<file path="src/sv/assert_macros.svh">
// Assertion macros shared by the RTL files.
`ifndef ASSERT_MACROS_SVH
`define ASSERT_MACROS_SVH

// Property that holds on every clock edge outside reset.
`define ASSERT_ALWAYS(lbl, clk, rst, prop, msg) \
   lbl: assert property (@(posedge clk) disable iff (rst) (prop)) else $error(msg);

// Condition that implies a consequence in the same cycle.
`define ASSERT_IMPLIES(lbl, clk, rst, ante, cons, msg) \
   lbl: assert property (@(posedge clk) disable iff (rst) (ante) |-> (cons)) else $error(msg);

`endif

</file>
<file path="src/sv/lrukv_pkg.sv">
// Package for the LRU key-value cache: sizes, operation codes and constants.
package lrukv_pkg;

   localparam int MAX_ENTRIES = 16;
   localparam int IDX_W       = (MAX_ENTRIES > 1) ? $clog2(MAX_ENTRIES) : 1;
   localparam int CNT_W       = $clog2(MAX_ENTRIES + 1);
   localparam int CAP_W       = 5;
   localparam int CMP_W       = (CNT_W > CAP_W) ? CNT_W : CAP_W;
   localparam int KEY_W       = 32;
   localparam int DATA_W      = 32;

   localparam logic [CAP_W-1:0]  CAP_RESET = CAP_W'(16);
   localparam logic [DATA_W-1:0] READ_MISS = '1;   // -1 on a get that misses

   typedef enum logic {
      KIND_GET = 1'b0,
      KIND_SET = 1'b1
   } kind_type;

   typedef logic [IDX_W-1:0] idx_type;
   typedef logic [CNT_W-1:0] cnt_type;

endpackage

</file>
<file path="src/sv/lrukv_ifs.sv">
// Handshake interfaces for the request, response and CSR channels.
interface lrukv_req_if;
   logic                             valid;
   logic                             ready;
   lrukv_pkg::kind_type              kind;
   logic signed [lrukv_pkg::KEY_W-1:0]  key;
   logic signed [lrukv_pkg::DATA_W-1:0] value;
   modport source (output valid, kind, key, value, input ready);
   modport sink   (input valid, kind, key, value, output ready);
endinterface

interface lrukv_rsp_if;
   logic                                valid;
   logic                                ready;
   logic                                hit;
   logic signed [lrukv_pkg::DATA_W-1:0] read_value;
   logic                                evicted;
   logic signed [lrukv_pkg::KEY_W-1:0]  evicted_key;
   modport source (output valid, hit, read_value, evicted, evicted_key, input ready);
   modport sink   (input valid, hit, read_value, evicted, evicted_key, output ready);
endinterface

interface lrukv_csr_if;
   logic                           valid;
   logic                           ready;
   logic [lrukv_pkg::CAP_W-1:0]    data;
   modport source (output valid, data, input ready);
   modport sink   (input valid, data, output ready);
endinterface

</file>
<file path="src/sv/lru_key_value_cache.sv">
// Top level of the fully associative LRU key-value cache.
//
//   channel   | dir | transaction
//   ----------+-----+------------------------------------------------
//   req_bus   | in  | kind (get/set), key, value
//   rsp_bus   | out | hit, read_value, evicted, evicted_key
//   csr_bus   | in  | capacity_in_use write (always ready)
//
// Each request passes through ST_IDLE to be accepted, ST_SCAN for every entry in turn
// through the single shared key comparator, and ST_UPDATE.
// The update cycle waits only while the previous response is still held.
// Synchronous active-high reset clears valid bits, ranks, occupancy and
// sets the capacity to 16; no clearing pass is needed.
// req_bus.ready is high only while the sequencer is idle.
`include "assert_macros.svh"

module lru_key_value_cache (
   input  logic       clock,
   input  logic       reset,
   lrukv_req_if.sink   req_bus,
   lrukv_rsp_if.source rsp_bus,
   lrukv_csr_if.sink   csr_bus
);

   typedef enum logic [1:0] {
      ST_IDLE,
      ST_SCAN,
      ST_UPDATE
   } state_type;

   localparam int N = lrukv_pkg::MAX_ENTRIES;

   state_type state_ff, state_in;
   lrukv_pkg::idx_type idx_ff, idx_in;

   // latched request
   lrukv_pkg::kind_type            op_kind_ff, op_kind_in;
   logic [lrukv_pkg::KEY_W-1:0]    op_key_ff, op_key_in;
   logic [lrukv_pkg::DATA_W-1:0]   op_value_ff, op_value_in;

   // scan results
   logic                           found_ff, found_in;
   lrukv_pkg::idx_type             found_idx_ff, found_idx_in;
   lrukv_pkg::idx_type             found_rank_ff, found_rank_in;
   logic                           any_ff, any_in;
   lrukv_pkg::idx_type             vic_idx_ff, vic_idx_in;
   lrukv_pkg::idx_type             vic_rank_ff, vic_rank_in;
   logic [lrukv_pkg::KEY_W-1:0]    vic_key_ff, vic_key_in;
   logic                           free_ff, free_in;
   lrukv_pkg::idx_type             free_idx_ff, free_idx_in;

   // entry store
   logic [N-1:0]                   valid_ff, valid_in;
   lrukv_pkg::idx_type             rec_ff [N];
   lrukv_pkg::idx_type             rec_in [N];
   logic [lrukv_pkg::KEY_W-1:0]    entry_key_ff [N];
   logic [lrukv_pkg::KEY_W-1:0]    entry_key_in [N];
   logic [lrukv_pkg::DATA_W-1:0]   entry_data_ff [N];
   logic [lrukv_pkg::DATA_W-1:0]   entry_data_in [N];
   lrukv_pkg::cnt_type             occ_ff, occ_in;
   logic [lrukv_pkg::CAP_W-1:0]    cap_ff, cap_in;

   // response register
   logic                           rsp_valid_ff, rsp_valid_in;
   logic                           rsp_hit_ff, rsp_hit_in;
   logic [lrukv_pkg::DATA_W-1:0]   rsp_read_ff, rsp_read_in;
   logic                           rsp_evicted_ff, rsp_evicted_in;
   logic [lrukv_pkg::KEY_W-1:0]    rsp_evkey_ff, rsp_evkey_in;

   // current scan entry, read through one mux
   logic                           scan_valid;
   logic [lrukv_pkg::KEY_W-1:0]    scan_key;
   lrukv_pkg::idx_type             scan_rank;

   // effective capacity and update decisions
   logic [lrukv_pkg::CMP_W-1:0]    cap_eff;
   logic                           out_free;
   logic                           do_evict;
   lrukv_pkg::idx_type             slot;
   logic [N-1:0]                   valid_kept;

   assign scan_valid = valid_ff[idx_ff];
   assign scan_key   = entry_key_ff[idx_ff];
   assign scan_rank  = rec_ff[idx_ff];

   // zero acts as one, anything above the store size as the store size
   always_comb begin
      if (cap_ff == '0) begin
         cap_eff = lrukv_pkg::CMP_W'(1);
      end else if (lrukv_pkg::CMP_W'(cap_ff) > lrukv_pkg::CMP_W'(N)) begin
         cap_eff = lrukv_pkg::CMP_W'(N);
      end else begin
         cap_eff = lrukv_pkg::CMP_W'(cap_ff);
      end
   end

   assign out_free = !rsp_valid_ff || rsp_bus.ready;
   assign do_evict = (lrukv_pkg::CMP_W'(occ_ff) >= cap_eff) && any_ff;
   // the freed victim may sit below the first free slot
   assign slot = (do_evict && (!free_ff || vic_idx_ff < free_idx_ff)) ? vic_idx_ff
                                                                      : free_idx_ff;

   always_comb begin
      valid_kept = valid_ff;
      if (do_evict) begin
         valid_kept[vic_idx_ff] = 1'b0;
      end
   end

   always_comb begin
      state_in       = state_ff;
      idx_in         = idx_ff;
      op_kind_in     = op_kind_ff;
      op_key_in      = op_key_ff;
      op_value_in    = op_value_ff;
      found_in       = found_ff;
      found_idx_in   = found_idx_ff;
      found_rank_in  = found_rank_ff;
      any_in         = any_ff;
      vic_idx_in     = vic_idx_ff;
      vic_rank_in    = vic_rank_ff;
      vic_key_in     = vic_key_ff;
      free_in        = free_ff;
      free_idx_in    = free_idx_ff;
      valid_in       = valid_ff;
      rec_in         = rec_ff;
      entry_key_in   = entry_key_ff;
      entry_data_in  = entry_data_ff;
      occ_in         = occ_ff;
      cap_in         = cap_ff;
      rsp_valid_in   = rsp_valid_ff;
      rsp_hit_in     = rsp_hit_ff;
      rsp_read_in    = rsp_read_ff;
      rsp_evicted_in = rsp_evicted_ff;
      rsp_evkey_in   = rsp_evkey_ff;

      if (rsp_valid_ff && rsp_bus.ready) begin
         rsp_valid_in = 1'b0;
      end
      if (csr_bus.valid) begin
         cap_in = csr_bus.data;
      end

      case (state_ff)
         ST_IDLE: begin
            if (req_bus.valid) begin
               op_kind_in  = req_bus.kind;
               op_key_in   = req_bus.key;
               op_value_in = req_bus.value;
               idx_in      = '0;
               found_in    = 1'b0;
               any_in      = 1'b0;
               free_in     = 1'b0;
               state_in    = ST_SCAN;
            end
         end
         ST_SCAN: begin
            if (scan_valid && scan_key == op_key_ff && !found_ff) begin
               found_in      = 1'b1;
               found_idx_in  = idx_ff;
               found_rank_in = scan_rank;
            end
            // victim: valid entry with the largest rank
            if (scan_valid && (!any_ff || scan_rank > vic_rank_ff)) begin
               any_in      = 1'b1;
               vic_idx_in  = idx_ff;
               vic_rank_in = scan_rank;
               vic_key_in  = scan_key;
            end
            if (!scan_valid && !free_ff) begin
               free_in     = 1'b1;
               free_idx_in = idx_ff;
            end
            if (idx_ff == lrukv_pkg::IDX_W'(N - 1)) begin
               state_in = ST_UPDATE;
            end else begin
               idx_in = idx_ff + lrukv_pkg::IDX_W'(1);
            end
         end
         ST_UPDATE: begin
            if (out_free) begin
               rsp_valid_in   = 1'b1;
               rsp_hit_in     = found_ff;
               rsp_evicted_in = 1'b0;
               rsp_evkey_in   = '0;
               rsp_read_in    = '0;
               if (found_ff) begin
                  // touch: entries more recent than the hit age by one
                  for (int i = 0; i < N; i++) begin
                     if (valid_ff[i] && lrukv_pkg::IDX_W'(i) != found_idx_ff &&
                         rec_ff[i] < found_rank_ff) begin
                        rec_in[i] = rec_ff[i] + lrukv_pkg::IDX_W'(1);
                     end
                  end
                  rec_in[found_idx_ff] = '0;
                  if (op_kind_ff == lrukv_pkg::KIND_GET) begin
                     rsp_read_in = entry_data_ff[found_idx_ff];
                  end else begin
                     entry_data_in[found_idx_ff] = op_value_ff;
                  end
               end else if (op_kind_ff == lrukv_pkg::KIND_GET) begin
                  rsp_read_in = lrukv_pkg::READ_MISS;
               end else begin
                  // insertion of a new key, evicting first when full
                  rsp_evicted_in = do_evict;
                  if (do_evict) begin
                     rsp_evkey_in = vic_key_ff;
                  end
                  for (int i = 0; i < N; i++) begin
                     if (valid_kept[i]) begin
                        rec_in[i] = rec_ff[i] + lrukv_pkg::IDX_W'(1);
                     end
                  end
                  valid_in             = valid_kept;
                  valid_in[slot]       = 1'b1;
                  rec_in[slot]         = '0;
                  entry_key_in[slot]   = op_key_ff;
                  entry_data_in[slot]  = op_value_ff;
                  if (!do_evict) begin
                     occ_in = occ_ff + lrukv_pkg::CNT_W'(1);
                  end
               end
               state_in = ST_IDLE;
            end
         end
         default: begin
            state_in = ST_IDLE;
         end
      endcase
   end

   always_ff @(posedge clock) begin
      if (reset) begin
         state_ff     <= ST_IDLE;
         idx_ff       <= '0;
         found_ff     <= 1'b0;
         any_ff       <= 1'b0;
         free_ff      <= 1'b0;
         valid_ff     <= '0;
         occ_ff       <= '0;
         cap_ff       <= lrukv_pkg::CAP_RESET;
         rsp_valid_ff <= 1'b0;
         for (int i = 0; i < N; i++) begin
            rec_ff[i] <= '0;
         end
      end else begin
         state_ff     <= state_in;
         idx_ff       <= idx_in;
         found_ff     <= found_in;
         any_ff       <= any_in;
         free_ff      <= free_in;
         valid_ff     <= valid_in;
         occ_ff       <= occ_in;
         cap_ff       <= cap_in;
         rsp_valid_ff <= rsp_valid_in;
         rec_ff       <= rec_in;
      end
      op_kind_ff     <= op_kind_in;
      op_key_ff      <= op_key_in;
      op_value_ff    <= op_value_in;
      found_idx_ff   <= found_idx_in;
      found_rank_ff  <= found_rank_in;
      vic_idx_ff     <= vic_idx_in;
      vic_rank_ff    <= vic_rank_in;
      vic_key_ff     <= vic_key_in;
      free_idx_ff    <= free_idx_in;
      entry_key_ff   <= entry_key_in;
      entry_data_ff  <= entry_data_in;
      rsp_hit_ff     <= rsp_hit_in;
      rsp_read_ff    <= rsp_read_in;
      rsp_evicted_ff <= rsp_evicted_in;
      rsp_evkey_ff   <= rsp_evkey_in;
   end

   assign req_bus.ready       = (state_ff == ST_IDLE);
   assign csr_bus.ready       = 1'b1;
   assign rsp_bus.valid       = rsp_valid_ff;
   assign rsp_bus.hit         = rsp_hit_ff;
   assign rsp_bus.read_value  = rsp_read_ff;
   assign rsp_bus.evicted     = rsp_evicted_ff;
   assign rsp_bus.evicted_key = rsp_evkey_ff;

   // occupancy tracks the valid bits
   `ASSERT_ALWAYS(a_occ_matches_valid, clock, reset, $countones(valid_ff) == int'(occ_ff), "occupancy count differs from valid bits")
   `ASSERT_ALWAYS(a_occ_bounded, clock, reset, int'(occ_ff) <= N, "occupancy above store size")
   // an eviction only comes from a set that missed
   `ASSERT_IMPLIES(a_evict_no_hit, clock, reset, rsp_valid_ff && rsp_evicted_ff, !rsp_hit_ff, "eviction reported on a hit")
   // a held response stays up and the update waits behind it
   `ASSERT_IMPLIES(a_no_overwrite, clock, reset, rsp_valid_ff && !rsp_bus.ready, rsp_valid_in && (state_ff != ST_UPDATE || state_in == ST_UPDATE), "response overwritten while held")

endmodule

</file>
<file path="src/flat_wrapper.sv">
// flat-port wrapper written by rule: the top's interface ports become plain ports
module lru_key_value_cache_flat 
  (clock, reset, req_bus_valid, req_bus_kind, req_bus_key, req_bus_value, req_bus_ready, rsp_bus_valid, rsp_bus_hit, rsp_bus_read_value, rsp_bus_evicted, rsp_bus_evicted_key, rsp_bus_ready, csr_bus_valid, csr_bus_data, csr_bus_ready);
  lrukv_req_if req_bus_i ();
  lrukv_rsp_if rsp_bus_i ();
  lrukv_csr_if csr_bus_i ();
  input  logic clock;
  input  logic reset;
  input wire logic [$bits(req_bus_i.valid)-1:0] req_bus_valid;
  input wire logic [$bits(req_bus_i.kind)-1:0] req_bus_kind;
  input wire logic [$bits(req_bus_i.key)-1:0] req_bus_key;
  input wire logic [$bits(req_bus_i.value)-1:0] req_bus_value;
  output wire logic [$bits(req_bus_i.ready)-1:0] req_bus_ready;
  output wire logic [$bits(rsp_bus_i.valid)-1:0] rsp_bus_valid;
  output wire logic [$bits(rsp_bus_i.hit)-1:0] rsp_bus_hit;
  output wire logic [$bits(rsp_bus_i.read_value)-1:0] rsp_bus_read_value;
  output wire logic [$bits(rsp_bus_i.evicted)-1:0] rsp_bus_evicted;
  output wire logic [$bits(rsp_bus_i.evicted_key)-1:0] rsp_bus_evicted_key;
  input wire logic [$bits(rsp_bus_i.ready)-1:0] rsp_bus_ready;
  input wire logic [$bits(csr_bus_i.valid)-1:0] csr_bus_valid;
  input wire logic [$bits(csr_bus_i.data)-1:0] csr_bus_data;
  output wire logic [$bits(csr_bus_i.ready)-1:0] csr_bus_ready;
  assign req_bus_i.valid = req_bus_valid;
  assign req_bus_i.kind = req_bus_kind;
  assign req_bus_i.key = req_bus_key;
  assign req_bus_i.value = req_bus_value;
  assign req_bus_ready = req_bus_i.ready;
  assign rsp_bus_valid = rsp_bus_i.valid;
  assign rsp_bus_hit = rsp_bus_i.hit;
  assign rsp_bus_read_value = rsp_bus_i.read_value;
  assign rsp_bus_evicted = rsp_bus_i.evicted;
  assign rsp_bus_evicted_key = rsp_bus_i.evicted_key;
  assign rsp_bus_i.ready = rsp_bus_ready;
  assign csr_bus_i.valid = csr_bus_valid;
  assign csr_bus_i.data = csr_bus_data;
  assign csr_bus_ready = csr_bus_i.ready;
  lru_key_value_cache u_core (.clock(clock), .reset(reset), .req_bus(req_bus_i), .rsp_bus(rsp_bus_i), .csr_bus(csr_bus_i));
endmodule
</file>
<file path="config.mk">
export PLATFORM = sky130hd
export DESIGN_NAME = lru_key_value_cache_flat
export DESIGN_NICKNAME = d
export VERILOG_FILES = /design/src/sv/lrukv_pkg.sv /design/src/sv/lrukv_ifs.sv /design/src/sv/lru_key_value_cache.sv /design/src/flat_wrapper.sv
export VERILOG_INCLUDE_DIRS = /design/src /design/src/sv
export SDC_FILE = /design/constraint.sdc
export NUM_CORES = 2
export LEC_CHECK = 0
export ABC_CLOCK_PERIOD_IN_PS = 10400
export BUFFER_PORTS_ARGS = -buffer_cell sky130_fd_sc_hd__buf_2
export CAP_MARGIN = 20
export CORE_MARGIN = 8
export CORE_UTILIZATION = 60
export DETAILED_ROUTE_END_ITERATION = 16
export PLACE_DENSITY = 0.83
export SLEW_MARGIN = 20
export SYNTH_ARGS = -nofsm -noshare
export SYNTH_HDL_FRONTEND = slang
export SYNTH_SLANG_ARGS = --single-unit
</file>
<file path="constraint.sdc">
create_clock -name clock -period 10.4 [get_ports clock]
set_input_delay 1.04 -clock clock [delete_from_list [all_inputs] [get_ports clock]]
set_output_delay 1.04 -clock clock [all_outputs]
set_load 0.1 [all_outputs]
</file>
==> key figures <==
Run status
  • Status: complete, no violations

Timing
  • Setup slack after layout: slightly above 5 ns
  • Clock skew: 0.0321 ns
  • Slew at the pin closest to its max-slew limit: 1.16 ns
  • Setup-failing EPs final: 0
  • Tcrit/Tclk final: 0.507
  • Min Tclk post-route: 5.27 ns
  • Setup repair after global routing missed its margin: no
  • Endpoints failing hold: 0
  • F_max: roughly 190 MHz
  • Slew headroom: 0.228
  • Setup_tns: 0 ns
  • Max Slew Vio Count: 0

Synthesis
  • Synth Flop Type: edfxtp_1
  • Syn nets: slightly below 4000
  • Async S/R FF share, synth: 0
  • Top post-synthesis cells by area: edfxtp_1, mux4_2, and2_1, dfxtp_1, ha_1
  • YS warnings: 0
  • Post-synth EDFFs: about 1200
  • Synthesized area per cell: between 15 and 20 um^2
  • Post-synth top area share: 0.621
  • Yosys reg bits: about 1300
  • Mapped Cells: between 3000 and 4000
  • Sequential area share after synthesis: 0.656
  • Synthesized cell area: 58300 um^2
  • Synth unique cells: about 90
  • Post-synth top area cell: edfxtp_1

Placed design
  • PortBufs: about 140
  • Final HPWL DP: ~90000 um
  • Place WS: roughly 5.3 ns
  • GPL Wtd Cong: approximately 0.93

Worst setup path
  • Crit path kind: reg2reg
  • R2r setup slk: 5.13 ns
  • Worst r2r src: u_core.cap_ff[1]
  • Reg2reg path depth: 13
  • Data required, critical path: between 10 and 15 ns
  • Crit. End Element: flip-flop
  • Crit path launch: u_core.cap_ff[1]
  • Crit path DAT: around 5.6 ns
  • R2r endpoint: u_core.entry_data_ff[484]
  • CP max FO: 33
  • CP startpoint kind: flip-flop

Final layout
  • Most common cell after layout, fill and taps aside: edfxtp_1
  • P&R area growth vs syn: 10.8%
  • Layout cell share with drive strength beyond 1: 0.199
  • Fillcell total: between 6000 and 7000
  • Highest-count cells in the layout ignoring fill and taps: edfxtp_1, and2_1, mux4_2
  • Final nets: 4040

Pwr
  • Pwr Total: 11.1 mW
  • Pwr/cell area: between 150 and 200 nW/um^2
  • Leakage: 21.9 nW
  • VDD IR-drop max: ~0.16 mV

Die
  • Die footprint: between 100000 and 150000 um^2
  • Core ar.: approximately 97000 um^2
  • Initial Utilization: 0.604
  • Die W: about 330 um
  • I/O pins: 144
  • Floorplan row count: 114
  • Die span in y: between 300 and 400 um

Detailed routing
  • Drc violations: 0
  • Average wire per standard cell: between 20 and 30 um
  • DR pass1 iterations: 6
  • Vias: 35924
  • Final WL: between 150000 and 200000 um
  • Detailed Route Iter0 Violations: between 5000 and 6000
  • DRT antenna net count: 0
  • Via density: approximately 6.8

Global routing
  • Initial antenna violation count: 6
  • Total track usage: 0.282
  • Pin count of the biggest net entering global routing: 111
  • GRT met3 Usage: 0.0564
  • M2 GR Usage: 0.456
  • Busiest grt layer: met2
  • Vias in the first global route: 35389
  • Total gr overflow: 0
  • Met1 Resource Use GR: 0.372
  • Global-route wire length before repair: roughly 230000 um

Clock network
  • TritonCTS clock tree: built
  • Post-CTS Setup Bufs: 0
  • Clk_lat worst skew: roughly 0.76 ns
  • Sink Count: 1307
  • Clock root buffer: clkbuf_16
  • Htree depth: 4
  • Hold Buf Count CTS: 0
  • CTS Buffer Depth: 3
  • Cts repair resizes: 0
  • Num CTS Buffers: 130
  • Clock slew at reported path FFs: 0.06 ns

Hold path
  • Hold worst-path end: u_core.op_key_ff[29]
  • HP Start: req_bus_key[29]
  • Hold WC Path Type: in2reg
  • Cell count of the worst hold path: 1

Flow run
  • Max cap viols: 0
==> sequential cells by signal, summed over array words and instances, names as in the netlist, 4 cells and up <==
| register | count |
|---|---|
| u_core.free_idx_ff | 4 |
| u_core.occ_ff | 5 |
| u_core.op_value_ff | 32 |
| u_core.rsp_bus.read_value | 32 |
| u_core.rec_ff | 64 |
| u_core.idx_ff | 4 |
| u_core.valid_ff | 16 |
| u_core.vic_idx_ff | 4 |
| u_core.op_key_ff | 32 |
| u_core.cap_ff | 5 |
| u_core.found_rank_ff | 4 |
| u_core.found_idx_ff | 4 |
| u_core.entry_key_ff | 512 |
| u_core.entry_data_ff | 512 |
| u_core.rsp_bus.evicted_key | 32 |
| u_core.vic_key_ff | 32 |
| u_core.vic_rank_ff | 4 |
==> synth_stat cells (14+ instances only) <==
master,count
xor2_1,31
buf_4,18
buf_1,26
edfxtp_1,1207
dfxtp_1,100
mux2i_1,97
buf_2,26
a22oi_1,34
inv_1,64
xnor2_1,19
a21o_1,36
nand2b_1,39
nand2_1,158
clkbuf_1,159
mux2_2,20
nor3_1,52
ha_1,78
o21ai_0,133
a21oi_1,134
or4_1,14
nand3_1,38
o21a_1,21
nor2b_1,48
mux4_2,286
a31oi_1,34
and2_1,529
and3_1,39
nor2_1,123
o22ai_1,17
==> through the flow <==
step / utilization / area [um^2] / hold slack, ns / std cells
after CTS: 0.668 / 64600 / 0.421 / 5262
after floorplan: - / 58300 / 0.406 / 3780
after detailed placement: 0.625 / 60400 / 0.494 / 5029
after global placement: 0.625 / 60400 / 0.480 / 5028
after global routing: 0.669 / 64600 / 0.441 / 5266
final: 0.669 / 64600 / 0.463 / 5268
==> worst max-delay path by stage <==
stage / end / cells after the start / slack (ns)
3_3_place_gp: u_core.entry_data_ff[480] / 13 / 5.29
5_1_grt: u_core.entry_data_ff[484] / 13 / 4.72
3_5_place_dp: u_core.entry_data_ff[491] / 13 / 5.27
4_1_cts: u_core.entry_data_ff[484] / 13 / 5.19
2_1_floorplan: u_core.entry_data_ff[100] / 5 / 2.34
6_report: u_core.entry_data_ff[484] / 13 / 5.13
==> routing by layer <==
metal	vias up	wire (um)
met4	4	7030
li1	14801	-
met1	17925	54900
met2	2722	74800
met3	472	18000
met5	-	23
==> critical path: stages (launching register included) <==
cell and delay [ns]:
dfxtp_1 0.34, nor3_1 0.23, nor2_1 0.06, nor2_1 0.09
ha_1 0.22, nand2b_1 0.14, a21o_1 0.18, a21o_1 0.20
a21o_1 0.23, o21ai_2 0.35, nand2_1 0.27, o32ai_2 0.62
o21a_1 0.95, nor2b_4 0.97
==> cell type report <==
cell class | count | area [um^2] | share of cell area
Tap cell | 1276 | 1600 | 0.0247
Clock buffer | 169 | 3490 | 0.0540
Multi-Input combinational cell | 2164 | 19000 | 0.294
Clock inverter | 64 | 688 | 0.0106
Sequential cell | 1307 | 38300 | 0.592
Antenna cell | 4 | 10.0 | 0.000155
Inverter | 67 | 255 | 0.00395
Timing Repair Buffer | 217 | 1330 | 0.0205
==> report_power, final <==
part           switching [mW]  internal, mW
Clock                    2.04          2.60
Combinational           0.348         0.168
Sequential              0.128          5.79
Total                    2.52          8.56
==> kinds of logic after synthesis <==
logic type,synth area share
AND/OR/NAND/NOR,0.105
adder cells (fa/ha/maj),0.0167
XOR/XNOR,0.00751
flip-flops,0.656
multiplexers,0.133
other,0.0000643
buffers and inverters,0.0229
AO/OA/AOI/OAI,0.0588
(Power assumes the default switching activity.)
